==> src/gle_pkg.sv <==
`default_nettype none
// ----------------------------------------------------------------------------
// gle_pkg
// Shared types, constants and helpers for the GIF LZW encoder.
// ----------------------------------------------------------------------------
package gle_pkg;

    localparam int HASH_ENTRIES  = 5003;
    localparam int MAX_CODE_BITS = 12;

    localparam int IDX_W   = $clog2(HASH_ENTRIES);
    localparam int CNT_W   = $clog2(HASH_ENTRIES + 1);
    localparam int CODE_W  = MAX_CODE_BITS;
    localparam int NFC_W   = MAX_CODE_BITS + 1;
    localparam int KEY_W   = 1 + 8 + CODE_W;
    localparam int ENT_W   = KEY_W + CODE_W;
    localparam int ACC_W   = 24;
    localparam int BC_W    = 5;
    localparam int SIZE_W  = 4;
    localparam int DICT_SIZE = 1 << MAX_CODE_BITS;

    function automatic int hash_shift_f();
        int f;
        int k;
        f = HASH_ENTRIES;
        k = 0;
        for (int n = 0; n < 8; n++) begin
            if (f < 65536) begin
                f = f * 2;
                k = k + 1;
            end
        end
        return 8 - k;
    endfunction

    localparam int HASH_SHIFT = hash_shift_f();
    localparam int HX_W = (8 + HASH_SHIFT > MAX_CODE_BITS) ? 8 + HASH_SHIFT : MAX_CODE_BITS;

    typedef struct packed {
        logic [7:0] pixel_value;
        logic       final_pixel;
    } in_word_t;

    typedef struct packed {
        logic [7:0] code_byte;
        logic       run_last;
        logic       stream_end;
    } out_word_t;

    typedef enum logic [3:0] {
        ST_CLEAR,
        ST_IDLE,
        ST_START,
        ST_LOOK,
        ST_CMP,
        ST_PUT,
        ST_EMIT,
        ST_FLUSH,
        ST_MISS,
        ST_AFTER,
        ST_FIN2,
        ST_FIN3,
        ST_TAIL
    } state_t;

    typedef enum logic [1:0] {
        CSEL_PREFIX,
        CSEL_CLEAR,
        CSEL_END
    } csel_t;

    typedef struct packed {
        logic  load_item;
        logic  start_image;
        logic  look;
        logic  probe;
        logic  hit;
        logic  put;
        logic  emit_byte;
        logic  widen;
        logic  flush_done;
        logic  set_prefix;
        logic  dict_add;
        logic  dict_reset;
        logic  fin_done;
        logic  tail_out;
        logic  clr_step;
        csel_t csel;
    } cmd_t;

    typedef struct packed {
        logic key_hit;
        logic key_valid;
        logic probe_done;
        logic dict_full;
        logic bc_ge8;
        logic bc_nz;
        logic code_end;
        logic hold_valid;
        logic out_free;
        logic clr_last;
        logic fin;
    } sts_t;

    function automatic logic [SIZE_W-1:0] used_size(input logic [SIZE_W-1:0] m);
        logic [SIZE_W-1:0] r;
        r = m;
        if (r < SIZE_W'(2)) r = SIZE_W'(2);
        if (r > SIZE_W'(8)) r = SIZE_W'(8);
        if (r > SIZE_W'(MAX_CODE_BITS - 1)) r = SIZE_W'(MAX_CODE_BITS - 1);
        return r;
    endfunction

    function automatic logic [NFC_W-1:0] limit_for(input logic [SIZE_W-1:0] w);
        logic [NFC_W-1:0] r;
        if (w >= SIZE_W'(MAX_CODE_BITS)) begin
            r = NFC_W'(DICT_SIZE);
        end else begin
            r = (NFC_W'(1) << w) - NFC_W'(1);
        end
        return r;
    endfunction

endpackage
`default_nettype wire

==> src/gle_ctrl.sv <==
`default_nettype none
// ----------------------------------------------------------------------------
// gle_ctrl
// Sequencer: pixel lookup, code output, dictionary clear and step tail.
// ----------------------------------------------------------------------------
module gle_ctrl
    import gle_pkg::*;
(
    input  wire logic aclk,
    input  wire logic aresetn,
    input  wire logic s_valid,
    output logic      s_ready,
    input  wire sts_t sts,
    output cmd_t      cmd
);

    state_t state_reg, state_next;
    state_t ret_reg, ret_next;
    csel_t  csel_reg, csel_next;
    logic   first_seen_reg, first_seen_next;
    logic   clear_req_reg, clear_req_next;
    logic   have_slot_reg, have_slot_next;
    logic   byte_room;

    assign byte_room = !sts.hold_valid || sts.out_free;

    always_ff @(posedge aclk) begin
        if (!aresetn) begin
            state_reg      <= ST_CLEAR;
            ret_reg        <= ST_IDLE;
            csel_reg       <= CSEL_PREFIX;
            first_seen_reg <= 1'b0;
            clear_req_reg  <= 1'b0;
            have_slot_reg  <= 1'b0;
        end else begin
            state_reg      <= state_next;
            ret_reg        <= ret_next;
            csel_reg       <= csel_next;
            first_seen_reg <= first_seen_next;
            clear_req_reg  <= clear_req_next;
            have_slot_reg  <= have_slot_next;
        end
    end

    always_comb begin
        state_next      = state_reg;
        ret_next        = ret_reg;
        csel_next       = csel_reg;
        first_seen_next = first_seen_reg;
        clear_req_next  = clear_req_reg;
        have_slot_next  = have_slot_reg;
        cmd             = '0;
        cmd.csel        = csel_reg;
        s_ready         = 1'b0;
        unique case (state_reg)
            ST_CLEAR: begin
                cmd.clr_step = 1'b1;
                if (sts.clr_last) state_next = ST_IDLE;
            end
            ST_IDLE: begin
                s_ready = 1'b1;
                if (s_valid) begin
                    cmd.load_item = 1'b1;
                    state_next = first_seen_reg ? ST_LOOK : ST_START;
                end
            end
            ST_START: begin
                cmd.start_image = 1'b1;
                first_seen_next = 1'b1;
                csel_next       = CSEL_CLEAR;
                ret_next        = ST_AFTER;
                state_next      = ST_PUT;
            end
            ST_LOOK: begin
                cmd.look   = 1'b1;
                state_next = ST_CMP;
            end
            ST_CMP: begin
                if (sts.key_hit) begin
                    cmd.hit    = 1'b1;
                    state_next = ST_AFTER;
                end else if (!sts.key_valid || sts.probe_done) begin
                    have_slot_next = !sts.key_valid;
                    csel_next      = CSEL_PREFIX;
                    ret_next       = ST_MISS;
                    state_next     = ST_PUT;
                end else begin
                    cmd.probe = 1'b1;
                end
            end
            ST_PUT: begin
                cmd.put    = 1'b1;
                state_next = ST_EMIT;
            end
            ST_EMIT: begin
                if (sts.bc_ge8) begin
                    cmd.emit_byte = byte_room;
                end else begin
                    cmd.widen  = 1'b1;
                    state_next = sts.code_end ? ST_FLUSH : ret_reg;
                end
            end
            ST_FLUSH: begin
                // end code: drain the partial byte too
                if (sts.bc_nz) begin
                    cmd.emit_byte = byte_room;
                end else begin
                    cmd.flush_done = 1'b1;
                    state_next     = ret_reg;
                end
            end
            ST_MISS: begin
                cmd.set_prefix = 1'b1;
                if (!sts.dict_full) begin
                    cmd.dict_add = have_slot_reg;
                    state_next   = ST_AFTER;
                end else begin
                    cmd.dict_reset = 1'b1;
                    clear_req_next = 1'b1;
                    csel_next      = CSEL_CLEAR;
                    ret_next       = ST_AFTER;
                    state_next     = ST_PUT;
                end
            end
            ST_AFTER: begin
                if (sts.fin) begin
                    csel_next  = CSEL_PREFIX;
                    ret_next   = ST_FIN2;
                    state_next = ST_PUT;
                end else begin
                    state_next = ST_TAIL;
                end
            end
            ST_FIN2: begin
                csel_next  = CSEL_END;
                ret_next   = ST_FIN3;
                state_next = ST_PUT;
            end
            ST_FIN3: begin
                cmd.fin_done    = 1'b1;
                first_seen_next = 1'b0;
                clear_req_next  = 1'b1;
                state_next      = ST_TAIL;
            end
            ST_TAIL: begin
                if (byte_room) begin
                    cmd.tail_out   = 1'b1;
                    clear_req_next = 1'b0;
                    state_next     = clear_req_reg ? ST_CLEAR : ST_IDLE;
                end
            end
            default: begin
                state_next = ST_CLEAR;
            end
        endcase
    end

`ifndef NO_ASSERTIONS
    a_no_byte_without_room: assert property (@(posedge aclk) disable iff (!aresetn)
        cmd.emit_byte |-> byte_room)
        else $error("byte emitted with no room");

    a_clear_goes_idle: assert property (@(posedge aclk) disable iff (!aresetn)
        (state_reg == ST_CLEAR && sts.clr_last) |=> state_reg == ST_IDLE)
        else $error("clearing pass did not end");

    a_fin_clears: assert property (@(posedge aclk) disable iff (!aresetn)
        cmd.fin_done |=> (clear_req_reg && !first_seen_reg))
        else $error("final pixel did not request a clear");
`endif

endmodule
`default_nettype wire

==> config.mk <==
export PLATFORM = sky130hd
export DESIGN_NAME = gle_ctrl
export DESIGN_NICKNAME = d
export VERILOG_FILES = /design/src/gle_pkg.sv /design/src/gle_ctrl.sv
export SDC_FILE = /design/constraint.sdc
export NUM_CORES = 1
export LEC_CHECK = 0
export BUFFER_PORTS_ARGS = -buffer_cell sky130_fd_sc_hd__buf_2
export CORE_UTILIZATION = 49
export CTS_CLUSTER_SIZE = 28
export DETAILED_ROUTE_END_ITERATION = 10
export HOLD_SLACK_MARGIN = 0.1
export PLACE_DENSITY = 0.78
export SLEW_MARGIN = 0
export SYNTH_ARGS = -nofsm -noshare
export SYNTH_HDL_FRONTEND = slang
export SYNTH_SLANG_ARGS = --single-unit
export TNS_END_PERCENT = 20
==> constraint.sdc <==
create_clock -name aclk -period 1.8 [get_ports aclk]
set_input_delay 0.36 -clock aclk [delete_from_list [all_inputs] [get_ports aclk]]
set_output_delay 0.36 -clock aclk [all_outputs]
set_load 0.05 [all_outputs]
==> metrics <==
status=complete, but fails checks; failing checks=negative setup slack; Die ar.=0.00210 sq mm; Buf+Inv Stages, Crit Path=3; cell mode on critical path=buf_6; post-layout min period=1900 ps; I/O pin total=32; cell count of the worst reg-to-reg path=7; Post-CTS Hold Buffers=0; Final Cycle Share=105%; Data arrival, critical path=1540 ps; Final Hold Fails=0; Mapped Cells=127; drt pass-1 iters=4; class of the worst hold path=input port to flop; Top delay family on crit path=buffers and inverters; final instance area=0.00148 sq mm; Final Power=1.74 mW; GRT overflow=0; total area of multi-input combinational cells=748 sq um; Netlist cell types=44; CTS Buffer Depth=2; Crit Path Class=flop to output pin; setup violators final=8; startpoint types=flop; TritonCTS clock tree=yes; Antenna Cells=0; Reg area=255 sq um; die height=45.9 microns; Max Fanout on Critical Path=5; clock-pin slew on the worst setup and hold paths=80 ps; final routed DRC violation total=0; RSZ-0062 raised after global routing=yes; maximum number of pins on one net before global-route repair=16; hold_sp=aresetn; FILL cells=100; sequential cell area fraction in the yosys report=25.5%; CP peak stage delay=380 ps; Worst Setup SP=state_reg[0]$_SDFFE_PN0P_; Reg-to-Reg End=state_reg[1]$_SDFFE_PN0P_; Post-DP HPWL=2.13 mm; pwr dens=1180 mW/mm^2; CTS Buf Count=3; dpl cell area=0.00122 sq mm; RePlAce Congestion=0.919; static leakage=0.623 nW; max_slew headroom=77.8%; Routed Antenna Nets=0; max cap viols=0; Worst Skew=6.54 ps; ys flop type=dfxtp_1; initial antenna violation count=0; post-synth net total=141; FF-to-FF Start=state_reg[0]$_SDFFE_PN0P_; root buf cell=clkbuf_4; CTS H-tree lvls=1; nets=187; die width=45.9 microns; final hold slack=384 ps; Via-to-Cell Ratio=6.09; global-route wire length before repair=4.74 mm; Syn. warnings=0; Routed WL=3.62 mm; clock sink count=12; Max IR drop VDD=710 uV; Vias=1193; flop2flop setup slack=10 ps; initial drt markers=43; number of flip-flops in the largest register=4; vias in the first global route=1043; endpoint class of the critical path=output pin; fraction of registers with async set or reset after synthesis=0%; fraction of layout cells with a size suffix above 1=46.8%; worst endpoint required time=1440 ps; Initial Util=53.4%; GRT Overall Usage=31.8%; Post-Syn Area per Cell=7.42 sq um; final setup margin=-97.8 ps; post-synthesis cell area=942 sq um; register bit total from synthesis=12; Post-synth EDFFs=0; WHS Path Cells=2; Highest Clock Rate=0.527 GHz; Core Area=0.00176 sq mm; Worst Hold Path EP=ret_reg[0]$_SDFFE_PN1P_; CP cell instances=buf_6, or2_4, buf_6, nor2_1, buf_6; num rows=15; Area Overhead vs Synth=56.6%; buffers added on ports=31; Pins Over Slew Limit=0; routed length per instance=18.4 microns; Worst path slowest cell=dfxtp_4; clk_lat worst skew=290 ps; Slew @ Worst Pin=331 ps
==> report_power, final <==
part / switching, mW / leakage (nW) / internal [mW] / total, mW
combinational: 0.666 / 0.508 / 0.495 / 1.16
clock: 0.104 / 0.0138 / 0.0780 / 0.182
sequential: 0.0673 / 0.100 / 0.325 / 0.392
==> how the worst max path moves through the flow <==
stage | endpoint | slack, ps | cells past startpoint
after floorplan | cmd[10] | -350 | 3
after global routing | cmd[15] | -140 | 5
final | cmd[15] | -100 | 5
after CTS | cmd[6] | -80 | 4
after global placement | cmd[6] | 70 | 4
after detailed placement | state_reg[1]$_SDFFE_PN0P_ | 20 | 6
==> synth_stat cells (2+ instances only) <==
cell type | n | area, sq um
o2bb2ai_1 | 2 | 17.5
o21a_1 | 2 | 15.0
o211ai_1 | 2 | 15.0
inv_1 | 6 | 22.5
o21ai_0 | 6 | 30.0
nor2_1 | 8 | 30.0
and3_1 | 7 | 43.8
nand2b_1 | 3 | 18.8
nor3_1 | 8 | 40.0
mux2i_1 | 4 | 40.0
clkbuf_1 | 3 | 11.3
nand2_1 | 13 | 48.8
a21oi_1 | 7 | 35.0
buf_2 | 2 | 10.0
and2_1 | 3 | 18.8
nand3_1 | 5 | 25.0
nor2b_1 | 8 | 50.1
dfxtp_1 | 12 | 240
==> routing by layer <==
layer / up-vias / track usage (%) / wire [microns]
met5: - / 0 / 0
met4: 0 / 17.1 / 205
met3: 23 / 3.57 / 249
met2: 76 / 55.5 / 1770
met1: 551 / 37.4 / 1390
li1: 543 / - / -
==> kinds of logic after synthesis <==
group | count (synthesis) | share of synthesized area (%)
AO/OA/AOI/OAI | 30 | 22.7
XOR/XNOR | 1 | 0.930
buffers and inverters | 14 | 7.04
flip-flops | 12 | 25.5
multiplexers | 4 | 4.25
AND/OR/NAND/NOR | 66 | 39.6
==> layout by cell type (no fill, tap or decap), drive strengths merged, types with 2 or more instances in the layout <==
cell type	n
a21oi	7
and2	3
and3	7
buf	48
clkbuf	4
dfxtp	12
inv	6
mux2i	4
nand2	13
nand2b	3
nand3	5
nor2	9
nor2b	8
nor3	8
nor4b	2
o211ai	2
o21a	2
o21ai	6
o2bb2ai	2
==> per-stage QoR <==
stage / instances / setup slack, ps / util (%) / TNS (ps)
5_1_grt: 196 / -138 / 83.6 / -1210
2_1_floorplan: 127 / -351 / - / -1360
3_5_place_dp: 188 / 24.8 / 69.4 / 0
6_report: 196 / -97.8 / 83.6 / -419
3_3_place_gp: 188 / 67.9 / 69.4 / 0
4_1_cts: 194 / -81.7 / 76.9 / -338
==> final cells by class <==
cell class                 instances  area share, %
clock buffer                       3           1.53
inverter                           6           1.53
multi-input combinational        101           50.7
sequential                        12           17.3
tap                               25           2.12
timing repair buffer              49           26.8
==> what timing repair did <==
item	CTS	global route
pin swaps	3	4
setup endpoints to repair	16	20
gates resized for setup	32	26
setup buffers	3	2
Power figures use the tool's default switching activity.
